### src/sv/etm_pkg.sv
// ----------------------------------------------------------------------------
// etm_pkg
// shared types and constants of the euler model-matrix block
// ----------------------------------------------------------------------------
package etm_pkg;

   // fixed port widths
   localparam int ANGLE_W = 16;
   localparam int SCALE_W = 24;
   localparam int TRANS_W = 32;
   localparam int ENTRY_W = 24;

   // side data carried next to the sine units: quadrants, scales, translations
   localparam int SIDE_W = 6 + 3 * SCALE_W + 3 * TRANS_W;

   // sine series working format, unsigned Q2.30
   localparam int WORK_BITS = 30;
   localparam logic [30:0] HALF_PI_WORK = 31'd1686629713;
   localparam int SERIES_TERMS = 8;

   // sine unit latency: angle scale, square, three per series term, final product
   localparam int SIN_LAT = 3 * SERIES_TERMS + 3;

   // stages behind the sine units: trig, pairs, triples, sums, scale product, output
   localparam int BACK_LAT = SIN_LAT + 6;

   localparam int QUEUE_DEPTH = 4;

   localparam int ENTRY_MAX = 8388607;
   localparam int ENTRY_MIN = -8388608;

   typedef enum logic [1:0] {
      QUAD_0 = 2'd0,
      QUAD_1 = 2'd1,
      QUAD_2 = 2'd2,
      QUAD_3 = 2'd3
   } quad_type;

   typedef struct packed {
      logic full;
      logic empty;
   } fifo_stat_type;

   // width of one classified item between front and back
   function automatic int item_width(input int angle_bits);
      return 6 * (angle_bits - 1) + SIDE_W;
   endfunction

endpackage

### src/sv/etm_queue.sv
// ----------------------------------------------------------------------------
// etm_queue
// short fifo between the front and the back pipeline
// ----------------------------------------------------------------------------
module etm_queue #(
   parameter int WIDTH = 8,
   parameter int DEPTH = 4
) (
   input  logic                   clock,
   input  logic                   reset,
   input  logic                   push_valid,
   input  logic [WIDTH-1:0]       push_data,
   input  logic                   pop,
   output logic [WIDTH-1:0]       pop_data,
   output etm_pkg::fifo_stat_type stat
);

   localparam int PW = $clog2(DEPTH);
   localparam int CW = $clog2(DEPTH + 1);

   logic [WIDTH-1:0] slot_ff [DEPTH];
   logic [PW-1:0]    wr_ff, wr_in, rd_ff, rd_in;
   logic [CW-1:0]    cnt_ff, cnt_in;
   logic             push;

   assign stat.full  = (cnt_ff == CW'(DEPTH));
   assign stat.empty = (cnt_ff == '0);
   assign push       = push_valid && !stat.full;
   assign pop_data   = slot_ff[rd_ff];

   // pointers wrap at the power-of-two depth
   always_comb begin
      wr_in  = push ? wr_ff + PW'(1) : wr_ff;
      rd_in  = pop  ? rd_ff + PW'(1) : rd_ff;
      cnt_in = cnt_ff + CW'(push) - CW'(pop);
   end

   always_ff @(posedge clock) begin
      if (reset) begin
         wr_ff  <= '0;
         rd_ff  <= '0;
         cnt_ff <= '0;
      end else begin
         wr_ff  <= wr_in;
         rd_ff  <= rd_in;
         cnt_ff <= cnt_in;
      end
   end

   always_ff @(posedge clock) begin
      if (push) begin
         slot_ff[wr_ff] <= push_data;
      end
   end

endmodule

### config.mk
export PLATFORM = sky130hd
export DESIGN_NAME = etm_queue
export DESIGN_NICKNAME = d
export VERILOG_FILES = /design/src/sv/etm_pkg.sv /design/src/sv/etm_queue.sv
export SDC_FILE = /design/constraint.sdc
export NUM_CORES = 1
export LEC_CHECK = 0
export BUFFER_PORTS_ARGS = -buffer_cell sky130_fd_sc_hd__buf_2
export CAP_MARGIN = 10
export CORE_MARGIN = 10
export CORE_UTILIZATION = 61
export CTS_BUF_LIST = sky130_fd_sc_hd__clkbuf_2 sky130_fd_sc_hd__clkbuf_4 sky130_fd_sc_hd__clkbuf_8
export DETAILED_ROUTE_END_ITERATION = 10
export PLACE_DENSITY = 0.84
export SETUP_SLACK_MARGIN = 0.02
export SYNTH_ARGS = -nofsm -noshare
export SYNTH_HDL_FRONTEND = slang
export SYNTH_SLANG_ARGS = --single-unit
### constraint.sdc
create_clock -name clock -period 5.7 [get_ports clock]
set_input_delay 0.57 -clock clock [delete_from_list [all_inputs] [get_ports clock]]
set_output_delay 0.57 -clock clock [all_outputs]
set_load 0.02 [all_outputs]
Yosys cells after proc, flatten, opt, wreduce, memory -nomap -nowiden
Memories as Yosys holds them, arrays and structs flattened. A register that Yosys moved wholly into a read port is not among the register bits.
Cells that the tools add are included.
Widths: inputs -> output; s select.

operators by class
  add/subtract/negate cells = 4
  eq/ne operators = 1
  multiplexer cells = 4
  reduce and logical (&&, ||, !) cells = 3

operators by type and width
  cell                 count
  $add 2x1->2 const B  2
  $mux 2               2
  $add 3x1->3          1
  $eq 3x3->1 const B   1
  $logic_not 3->1      1
  $sub 3x1->3          1
  $mux 1               2
  $logic_and 1x1->1    1
  $logic_not 1->1      1

word-level totals
  flip-flop bits (word level) = 7
  bits in writable memories = 32
  input port bits = 12
  output and inout bits = 10
  word-level logic and storage cells = 16
  memories = 1

memory list
  name     words  width  rd ports  clocked after Yosys merged registers in  write ports  RTL line         text
  slot_ff  4      8      1         1                                        1            etm_queue.sv:21  logic [WIDTH-1:0] slot_ff [DEPTH];

Depth between registers and ports, before layout
Gate-level depths: netlist of run 1.

  word-level depth = 5
  depth in mapped cells = 11
  mapped depth without buffers = 11

Worst setup path after synthesis of run 1
No wires, ideal clock.

  kind = input port to flip-flop
  start = input port push_valid
  end = register cnt_ff[2]
  library setup time = 78 ps
  data arrival time = 2163 ps
  setup slack = 3460 ps
  cell stages on the path = 11
  cells stage by stage = inv_1 nor2_1 inv_1 ha_1 inv_1 ha_1 inv_1 fa_1 xor2_1 and2_2 nor3_1

between the ends
  longest elaborated chain between the ends = 3

RTL lines
  item                  RTL line         text
  start, declared       etm_queue.sv:11  input logic push_valid,
  $logic_and 1x1->1     etm_queue.sv:28  assign push = push_valid && !stat.full;
  $add 3x1->3           etm_queue.sv:35  cnt_in = cnt_ff + CW'(push) - CW'(pop);
  $sub 3x1->3           etm_queue.sv:35
  end signal, assigned  etm_queue.sv:46  cnt_ff <= cnt_in;
  end, declared         etm_queue.sv:23  logic [CW-1:0] cnt_ff, cnt_in;

No other way between the ends.
A chain may end at the register's enable or synchronous reset.

Worst setup path in the final report of run 1
  start = register cnt_ff[1]
  end = register cnt_ff[2]

between the ends
  longest elaborated chain between the ends = 5

RTL lines
  item               RTL line         text
  $eq 3x3->1         etm_queue.sv:26  assign stat.full = (cnt_ff == CW'(DEPTH));
  $logic_not 1->1    etm_queue.sv:28
  $logic_and 1x1->1  etm_queue.sv:28
  $add 3x1->3 *      etm_queue.sv:35
  $sub 3x1->3 *      etm_queue.sv:35

Mark *: on every way between the ends. The rest lies on a longest branch, timed or not.

==> results by group, run 1 <==
Clock tree
  • Cts hold-fix bufs: 0
  • Clock Path Buffers: 2
  • CTS clk-pin slew, worst paths: between 0.1 and 0.15 ns
  • TritonCTS clock tree: built
  • Root Buffer: clkbuf_4
  • CTS sink cnt: 41
  • Postcts setup bufs: 0
  • Post-cts sizing count: 0
  • Total CTS buffers: 5
  • CTS H-tree lvls: 2
  • Worst-Skew Late Latency: between 0.3 and 0.4 ns

STA
  • WHS: ~0.44 ns
  • Final min period: ~2.3 ns
  • RSZ-0062 raised after global routing: no
  • Relative slew slack: 0.643
  • FMAX: 0.427 GHz
  • Final setup vio count: 0
  • Clk_skew: 0.00808 ns
  • Sum Neg Setup Slack: 0 ns
  • Final hold violation count: 0
  • Max-slew violations: 0
  • Worst-Margin Slew: 0.534 ns
  • Fin crit share: 0.410

Synth
  • Net Count, Synth: roughly 110
  • Synth top area cells: edfxtp_1 (59%), dfxtp_1 (11%), mux4_2 (11%)
  • Synth top area share: 0.594
  • Synth unique cells: 23
  • Yosys warnings: 0
  • Synthesized instance count: 90
  • Synth Register Bits: 41
  • Yosys top cell by area: edfxtp_1
  • Syn avg cell area: ~18 µm²
  • Synthesized area: 1620 µm²
  • Seq/Total Area, Yosys: 0.705

Layout
  • Design area: 1800 µm²
  • NumNets Final: 134
  • Fraction of layout cells with a size suffix above 1: 0.328
  • Non-Filler Instances: 146
  • # diodes: 0
  • Fillcell total: roughly 160
  • Layout area overhead: 11.3%

Place
  • Post-placement cell area: about 1700 µm²
  • Gpl congestion: 0.672
  • Dpl cells: about 140
  • Port Buf Inserts: 21
  • Dpl hpwl: 1.85 mm

Floorplan
  • Placeable Area: 2500 µm²
  • # rows: 18
  • Die Ht: 71.5 µm
  • DIE AREA: between 5000 and 6000 µm²
  • Die width: 71.5 µm
  • Top-Level Pins: 22
  • Starting Density: 0.647

Routing
  • Drt drc: 0
  • WL final: 2.48 mm
  • DRT iter0 DRCs: 31
  • Vias/cell: 5.42
  • Vias: 792
  • First-pass DRT Iterations: 2
  • DRT antenna net count: 0
  • Avg WL per Cell: 17.0 µm

Worst setup path
  • WP data required: between 5 and 6 ns
  • CP endpoint kind: flop
  • Crit path from: cnt_ff[1]$_SDFF_PP0_
  • Critical path data arrival time: 2.61 ns
  • CP Max Fanout: 6
  • R2R depth: 11
  • CP Launch Type: flop
  • R2r startpoint: cnt_ff[1]$_SDFF_PP0_
  • R2R Setup Slk: 3.36 ns
  • WS Path Type: flop to flop
  • FF-to-FF End: cnt_ff[2]$_SDFF_PP0_

Global route
  • Initial antenna violation count: 0
  • GRT overflow: 0
  • Largest net degree at the start of global routing: 13
  • GRT Util Overall: 0.110
  • Number of global-route vias before repair: 906
  • First-pass GRT wire length: 4.20 mm

Worst hold path
  • Hold Path End: slot_ff[0][7]$_DFFE_PP_
  • Worst hold start: push_data[7]
  • Hold path depth: 1
  • Worst Hold Class: primary input to flop

Flow run
  • Total of max-cap violations: 0

Power
  • Power Density: roughly 370 nW/µm²
  • Worst VDD drop: ~310 µV
  • Pleak: ~0.00067 µW

Run status
  • Status: finished, final reports clean
-- stage by stage --
step	util	power [µW]	worst slack (ns)
floorplan	-	490	3.46
global placement	0.696	527	3.28
detailed placement	0.696	535	3.19
CTS	0.720	676	3.31
global route	0.720	710	3.08
finish	0.720	667	3.36
-- sequential cells by signal, indices dropped and copies added (netlist names), named ones only --
register,count
cnt_ff,3
wr_ff,2
slot_ff,32
rd_ff,2
-- synth_stat cells (all sizes together) --
library cell  instances
nand2b                2
ha                    6
nor2                  6
edfxtp               32
a21oi                 1
or3                   1
nor2b                 1
dfxtp                 9
nor3b                 1
nor3                  2
xor2                  2
nand2                 1
xnor2                 1
clkbuf                2
and2                  5
mux2i                 1
mux4                  8
buf                   1
o21ai                 1
fa                    1
inv                   6
-- worst max-delay path by stage --
stage | endpoint | slack, ns | depth (start not counted)
final | cnt_ff[2]$_SDFF_PP0_ | 3.36 | 11
after CTS | pop_data[3] | 3.31 | 2
after detailed placement | cnt_ff[2]$_SDFF_PP0_ | 3.19 | 12
after global placement | cnt_ff[2]$_SDFF_PP0_ | 3.28 | 12
after global routing | cnt_ff[2]$_SDFF_PP0_ | 3.08 | 11
after floorplan | cnt_ff[2]$_SDFF_PP0_ | 3.46 | 11
-- final cells by class --
class	instances	area [µm²]	area share
clock buffer	6	51.3	0.0285
timing repair buffer	21	105	0.0584
tap	30	37.5	0.0208
multi-input combinational	40	434	0.241
inverter	6	22.5	0.0125
sequential	41	1140	0.634
clock inverter	2	8.76	0.00486
-- metal layers --
layer	up-vias	part of all wire	track usage
li1	384	-	-
met1	382	0.41	0.112
met2	19	0.51	0.186
met3	7	0.051	0.0372
met4	0	0.027	0.0710
met5	-	0	0
-- power breakdown --
group | switching [µW] | internal [µW] | total, µW
Clock | 84.4 | 58.0 | 142
Sequential | 25.1 | 359 | 384
Combinational | 77.5 | 62.6 | 140
Total | 187 | 480 | 667
-- cell families (layout without fill, tap and decap cells) --
family,after synthesis,count (layout),synth area share
DFF,41,41,0.705
and+or+nand+nor,19,19,0.0696
muxes,9,9,0.118
buffers and inverters,9,35,0.0263
adders and majority gates,7,7,0.0588
xor gates and xnor gates,3,3,0.0162
AOI/OAI and AO/OA,2,2,0.00618
-- worst max-delay path: stages, from the launching register on --
cell     delay [ns]
dfxtp_1        0.48
nor3b_4        0.09
nor2_1         0.30
inv_1          0.08
ha_1           0.27
inv_1          0.05
ha_1           0.12
inv_1          0.05
fa_1           0.37
xor2_1         0.16
and2_2         0.19
nor3_1         0.11
-- layout by cell type (no fill, tap or decap) --
cell type	n
and2_1	4
clkbuf_8	1
clkinv_1	1
edfxtp_1	32
o21ai_0	1
ha_1	6
mux4_2	8
nor3_1	2
clkbuf_4	5
nand2b_1	2
mux2i_1	1
buf_2	21
clkinv_2	1
or3_1	1
nor2_1	6
nor3b_4	1
xnor2_1	1
and2_2	1
inv_1	6
nor2b_1	1
dfxtp_1	9
fa_1	1
a21oi_1	1
nand2_1	1
xor2_1	2
Note: power is estimated with default switching activity, not from simulation.
==> run 2, diff against run 1 <==
--- a/config.mk
+++ b/config.mk
@@ -8,10 +8,10 @@
 export BUFFER_PORTS_ARGS = -buffer_cell sky130_fd_sc_hd__buf_2
 export CAP_MARGIN = 10
 export CORE_MARGIN = 10
-export CORE_UTILIZATION = 61
+export CORE_UTILIZATION = 58
 export CTS_BUF_LIST = sky130_fd_sc_hd__clkbuf_2 sky130_fd_sc_hd__clkbuf_4 sky130_fd_sc_hd__clkbuf_8
 export DETAILED_ROUTE_END_ITERATION = 10
-export PLACE_DENSITY = 0.84
+export PLACE_DENSITY = 0.8
 export SETUP_SLACK_MARGIN = 0.02
 export SYNTH_ARGS = -nofsm -noshare
 export SYNTH_HDL_FRONTEND = slang
==> constraint.sdc (replaced) <==
create_clock -name clock -period 2.3 [get_ports clock]
set_input_delay 0.23 -clock clock [delete_from_list [all_inputs] [get_ports clock]]
set_output_delay 0.23 -clock clock [all_outputs]
set_load 0.02 [all_outputs]
==> results by group, run 2 (synthesis results as in run 1) <==
Worst setup path
  • CP cell instances: nor3b_4, nor2_1, inv_1, ha_1, inv_1, ha_1, inv_1, fa_1, xor2_1, and2_2, nor3_1 (unchanged)
  • Delay-heaviest family, CP: adder cells (unchanged)
  • Top cell by count, worst path: inv_1 (unchanged)
  • Critical path data arrival time: 2.41 ns (was 2.61 ns)
  • WP data required: 2.56 ns (was 5.97 ns)
  • CP Max Fanout: 5 (was 6)
  • Highest cell delay on the worst timing path: 0.38 ns (was 0.48 ns)
  • WS Path Type: flop to flop (unchanged)
  • R2R Setup Slk: 0.15 ns (was 3.36 ns)
  • CP Launch Type: flop (unchanged)
  • Buf+Inv Stages, Crit Path: 3 (unchanged)
  • Slowest stage cell, crit path: fa_1 (was dfxtp_1)
  • CP endpoint kind: flop (unchanged)

Layout
  • Max reg flops: 32 (unchanged)
  • Biggest registers after layout: slot_ff (32), cnt_ff (3) (unchanged)
  • NumNets Final: 135 (was 134)
  • Non-Filler Instances: 148 (was 146)
  • Fillcell total: 196 (was 161)
  • Layout area overhead: 12.4% (was 11.3%)
  • Commonest non-fill, non-tap cell in the layout: edfxtp_1 (unchanged)
  • Fraction of layout cells with a size suffix above 1: 0.359 (was 0.328)
  • # diodes: 0 (unchanged)
  • Biggest register: slot_ff (unchanged)
  • Most frequent cells in the layout: edfxtp_1 (32), buf_2 (21), mux4_2 (8) (was edfxtp_1 (32), buf_2 (21), dfxtp_1 (9))

Worst hold path
  • Worst Hold Class: primary input to flop (unchanged)

STA
  • FMAX: 0.465 GHz (was 0.427 GHz)
  • Final hold violation count: 0 (unchanged)
  • Max-slew violations: 0 (unchanged)
  • Final min period: 2.15 ns (was 2.34 ns)
  • RSZ-0062 raised after global routing: no (unchanged)
  • Clk_skew: 0.00454 ns (was 0.00808 ns)
  • Worst-Margin Slew: 0.561 ns (was 0.534 ns)
  • Relative slew slack: 0.626 (was 0.643)
  • Final setup vio count: 0 (unchanged)
  • Sum Neg Setup Slack: 0 ns (unchanged)
  • Fin crit share: 0.936 (was 0.410)

Routing
  • Avg WL per Cell: 16.9 µm (was 17.0 µm)
  • First-pass DRT Iterations: 4 (was 2)
  • WL final: 2.51 mm (was 2.48 mm)
  • Vias: 795 (was 792)
  • DRT iter0 DRCs: 56 (was 31)
  • Vias/cell: 5.37 (was 5.42)
  • Drt drc: 0 (unchanged)
  • DRT antenna net count: 0 (unchanged)

Clock tree
  • Total CTS buffers: 5 (unchanged)
  • CTS sink cnt: 41 (unchanged)
  • Clock Path Buffers: 2 (unchanged)
  • Root Buffer: clkbuf_4 (unchanged)
  • CTS H-tree lvls: 2 (unchanged)
  • CTS clk-pin slew, worst paths: 0.11 ns (about the same)
  • Worst-Skew Late Latency: 0.33 ns (was 0.34 ns)
  • TritonCTS clock tree: built (unchanged)

Power
  • Worst VDD drop: 906 µV (was 306 µV)
  • Pleak: 0.000676 µW (was 0.000667 µW)
  • Power Density: 934 nW/µm² (was 370 nW/µm²)
  • Total power: 1700 µW (was 667 µW)

Floorplan
  • Placeable Area: 2710 µm² (was 2500 µm²)
  • Die width: 72.8 µm (was 71.5 µm)
  • DIE AREA: 5300 µm² (was 5110 µm²)
  • Top-Level Pins: 22 (unchanged)
  • # rows: 19 (was 18)
  • Starting Density: 0.597 (was 0.647)
  • Die Ht: 72.8 µm (was 71.5 µm)

Global route
  • Largest net degree at the start of global routing: 13 (unchanged)
  • Initial antenna violation count: 0 (unchanged)
  • First-pass GRT wire length: 4.06 mm (was 4.20 mm)
  • GRT Util Overall: 0.101 (was 0.110)
  • Number of global-route vias before repair: 869 (was 906)
  • GRT overflow: 0 (unchanged)

Place
  • Dpl hpwl: 1.87 mm (was 1.85 mm)
  • Gpl congestion: 0.627 (was 0.672)
  • Dpl cells: 140 (was 138)
  • Port Buf Inserts: 21 (unchanged)

Flow run
  • Total of max-cap violations: 0 (unchanged)

Run status
  • Status: finished, final reports clean (unchanged)
[run 2: per-stage QoR]
stage	area (µm²)	hold WS, ns	util	setup slack [ns]
finish	1820	0.102	0.671	0.148
global route	1820	0.0801	0.671	0.0388
CTS	1820	0.0896	0.670	0.0774
detailed placement	1750	0.451	0.645	0.0848
global placement	1750	0.440	0.645	0.263
floorplan	1620	0.329	-	0.0855
[run 2: area by class of cell]
class,instances,area (µm²),share of cell area
Tap cell,31,38.8,0.0213
Multi-Input combinational cell,40,434,0.239
Timing Repair Buffer,22,113,0.0619
Clock buffer,8,66.3,0.0365
Sequential cell,41,1140,0.629
Inverter,6,22.5,0.0124
[run 2: power breakdown]
group	switching (µW)	leakage (µW)	internal (µW)
Combinational	195	0.000269	161
Sequential	62.5	0.000368	893
Clock	210	0.0000394	175
[run 2: path summary, 6_finish.rpt]
| kind | cells after the start | from | to |
|---|---|---|---|
| min | 1 | push_data[0] | slot_ff[0][0]$_DFFE_PP_ |
| max | 11 | cnt_ff[1]$_SDFF_PP0_ | cnt_ff[2]$_SDFF_PP0_ |
| min reg2reg | 2 | wr_ff[1]$_SDFFE_PP0P_ | wr_ff[1]$_SDFFE_PP0P_ |
| max reg2reg | 11 | cnt_ff[1]$_SDFF_PP0_ | cnt_ff[2]$_SDFF_PP0_ |
[run 2: repair_timing]
item | CTS | global route
setup buffers | 0 | 0
endpoints found under the setup margin | 0 | 1
gates resized for setup | 0 | 2
hold buffers | 0 | 0
hold endpoints to repair | 0 | 0
[run 2: layer usage]
metal  part of all wire  global-route usage  vias to the layer above
li1                   -                   -                      382
met1               0.39               0.107                      387
met2               0.53               0.168                       24
met3              0.075              0.0517                        2
met4             0.0056              0.0380                        0
met5                  0                   0                        -
==> run 3, diff against run 2 <==
--- a/config.mk
+++ b/config.mk
@@ -5,6 +5,7 @@
 export SDC_FILE = /design/constraint.sdc
 export NUM_CORES = 1
 export LEC_CHECK = 0
+export ABC_AREA = 1
 export BUFFER_PORTS_ARGS = -buffer_cell sky130_fd_sc_hd__buf_2
 export CAP_MARGIN = 10
 export CORE_MARGIN = 10
==> results by group, run 3 <==
Run status
  • Status: finished, final reports clean (unchanged)

Synth
  • Post-synth EDFFs: 32 (unchanged)
  • Main synth FF type: edfxtp_1 (unchanged)
  • Count leader, synth: edfxtp_1 (unchanged)
  • Syn avg cell area: 12.2 µm² (was 18.0 µm²)
  • Synth top area share: 0.584 (was 0.594)
  • Synthesized instance count: 135 (was 90)
  • Synth top area cells: edfxtp_1 (58%), dfxtp_1 (11%), nor2_1 (6.2%) (was edfxtp_1 (59%), dfxtp_1 (11%), mux4_2 (11%))
  • Top cells by count, synth: edfxtp_1 (32), nor2_1 (27), inv_1 (14), o21ai_0 (14), dfxtp_1 (9) (was edfxtp_1 (32), dfxtp_1 (9), mux4_2 (8))
  • Yosys warnings: 0 (unchanged)
  • Seq/Total Area, Yosys: 0.694 (was 0.705)
  • Net Count, Synth: 154 (was 109)
  • Synthesized area: 1640 µm² (was 1620 µm²)
  • Synth Register Bits: 41 (unchanged)
  • Ys async rst share: 0 (unchanged)
  • Synth unique cells: 17 (was 23)
  • Yosys top cell by area: edfxtp_1 (unchanged)

Flow run
  • Total of max-cap violations: 0 (unchanged)

Floorplan
  • Top-Level Pins: 22 (unchanged)
  • Die Ht: 73.2 µm (was 72.8 µm)
  • DIE AREA: 5360 µm² (was 5300 µm²)
  • Die width: 73.2 µm (was 72.8 µm)
  • Placeable Area: 2730 µm² (was 2710 µm²)
  • Starting Density: 0.601 (was 0.597)
  • # rows: 19 (unchanged)

Routing
  • WL final: 2.91 mm (was 2.51 mm)
  • Avg WL per Cell: 14.7 µm (was 16.9 µm)
  • DRT iter0 DRCs: 74 (was 56)
  • Vias/cell: 5.34 (was 5.37)
  • First-pass DRT Iterations: 4 (unchanged)
  • Vias: 1057 (was 795)
  • Drt drc: 0 (unchanged)
  • DRT antenna net count: 0 (unchanged)

STA
  • Final min period: 2.02 ns (was 2.15 ns)
  • Worst-Margin Slew: 0.302 ns (was 0.561 ns)
  • WHS: 0.0600 ns (was 0.102 ns)
  • Max-slew violations: 0 (unchanged)
  • Relative slew slack: 0.798 (was 0.626)
  • Clk_skew: 0.00887 ns (was 0.00454 ns)
  • RSZ-0062 raised after global routing: no (unchanged)
  • Final worst setup slack: 0.284 ns (was 0.148 ns)
  • Final setup vio count: 0 (unchanged)
  • Sum Neg Setup Slack: 0 ns (unchanged)
  • Final hold violation count: 0 (unchanged)
  • FMAX: 0.496 GHz (was 0.465 GHz)
  • Fin crit share: 0.876 (was 0.936)

Layout
  • Area taken by multi-input logic gates: 424 µm² (was 434 µm²)
  • Biggest register: slot_ff (unchanged)
  • Most frequent cells in the layout: edfxtp_1 (32), nor2_1 (27), buf_2 (21) (was edfxtp_1 (32), buf_2 (21), mux4_2 (8))
  • # diodes: 0 (unchanged)
  • Biggest registers after layout: slot_ff (32), cnt_ff (3) (unchanged)
  • NumNets Final: 185 (was 135)
  • Layout area overhead: 13.0% (was 12.4%)
  • Fillcell total: 217 (was 196)
  • Fraction of layout cells with a size suffix above 1: 0.240 (was 0.359)
  • Design area: 1860 µm² (was 1820 µm²)
  • Commonest non-fill, non-tap cell in the layout: edfxtp_1 (unchanged)
  • Max reg flops: 32 (unchanged)
  • Reg area: 1140 µm² (about the same)

Power
  • Total power: 1720 µW (was 1700 µW)
  • Pleak: 0.000747 µW (was 0.000676 µW)
  • Power Density: 923 nW/µm² (was 934 nW/µm²)
  • Worst VDD drop: 819 µV (was 906 µV)

Clock tree
  • Root Buffer: clkbuf_4 (unchanged)
  • TritonCTS clock tree: built (unchanged)
  • CTS sink cnt: 41 (unchanged)
  • Postcts setup bufs: 0 (unchanged)
  • Worst-Skew Late Latency: 0.35 ns (was 0.33 ns)
  • Total CTS buffers: 5 (unchanged)
  • CTS H-tree lvls: 2 (unchanged)
  • Post-cts sizing count: 0 (unchanged)
  • CTS clk-pin slew, worst paths: 0.11 ns (about the same)
  • Cts hold-fix bufs: 0 (unchanged)
  • Clock Path Buffers: 2 (unchanged)

Worst setup path
  • Critical path data arrival time: 2.31 ns (was 2.41 ns)
  • WP data required: 2.60 ns (was 2.56 ns)
  • CP endpoint kind: flop (unchanged)
  • R2R Setup Slk: 0.28 ns (was 0.15 ns)
  • CP Launch Type: flop (unchanged)
  • WS Path Type: flop to flop (unchanged)
  • CP Max Fanout: 6 (was 5)

Global route
  • Number of global-route vias before repair: 1068 (was 869)
  • GRT overflow: 0 (unchanged)
  • Initial antenna violation count: 0 (unchanged)
  • First-pass GRT wire length: 4.74 mm (was 4.06 mm)
  • Largest net degree at the start of global routing: 17 (was 13)
  • GRT Util Overall: 0.118 (was 0.101)

Place
  • Pre-CTS setup slack: 0.302 ns (was 0.0848 ns)
  • Port Buf Inserts: 21 (unchanged)
  • Post-placement cell area: 1800 µm² (was 1750 µm²)
  • Gpl congestion: 0.723 (was 0.627)
  • Dpl hpwl: 2.11 mm (was 1.87 mm)

Worst hold path
  • Worst Hold Class: primary input to flop (unchanged)
==> run 3: cells by family (layout without fill, tap and decap cells) <==
| group | Yosys count | after routing | share of synthesized area |
|---|---|---|---|
| simple gates | 40 | 40 | 0.0982 |
| buf+inv | 17 | 49 | 0.0479 |
| flops | 41 | 41 | 0.694 |
| fa+ha+maj | 7 | 7 | 0.0578 |
| compound gates | 30 | 30 | 0.102 |
==> run 3: through the flow <==
stage	util	std cells
after global routing	0.680	198
after detailed placement	0.659	190
after floorplan	-	135
after global placement	0.659	190
after CTS	0.680	198
final	0.680	198
==> run 3: power breakdown <==
| group | internal [µW] | switching, µW | total, µW |
|---|---|---|---|
| Clock | 115 | 226 | 342 |
| Sequential | 906 | 50.3 | 956 |
| Combinational | 151 | 267 | 418 |
| Total | 1170 | 543 | 1720 |
==> run 3: worst max-delay path: stages, from the launching register on <==
cell,delay [ns]
dfxtp_1,0.41
nor2_1,0.07
nand2_1,0.14
nand2_1,0.14
ha_1,0.29
inv_1,0.07
ha_1,0.16
inv_1,0.06
fa_1,0.38
nand3_1,0.10
nand2_1,0.05
nor2_1,0.07
==> run 3: routing by layer <==
layer  global-route usage  wire (µm)
met5                    0          0
met4               0.0696         54
met3               0.0395        214
met2                0.206       1540
met1                0.116       1100
==> run 3: area by class of cell <==
| class | count | share of cell area |
|---|---|---|
| Multi-Input combinational cell | 77 | 0.228 |
| Tap cell | 31 | 0.0209 |
| Inverter | 15 | 0.0303 |
| Sequential cell | 41 | 0.614 |
| Clock inverter | 3 | 0.00943 |
| Timing Repair Buffer | 26 | 0.0768 |
| Clock buffer | 5 | 0.0202 |
==> run 3: final timing paths <==
path | start | end | cells after the start
hold / removal | reset | cnt_ff[0]$_SDFF_PP0_ | 2
hold reg to reg | rd_ff[1]$_SDFFE_PP0P_ | flop | 1
setup reg to reg | cnt_ff[1]$_SDFF_PP0_ | cnt_ff[2]$_SDFF_PP0_ | 11
setup / recovery | cnt_ff[1]$_SDFF_PP0_ | cnt_ff[2]$_SDFF_PP0_ | 11
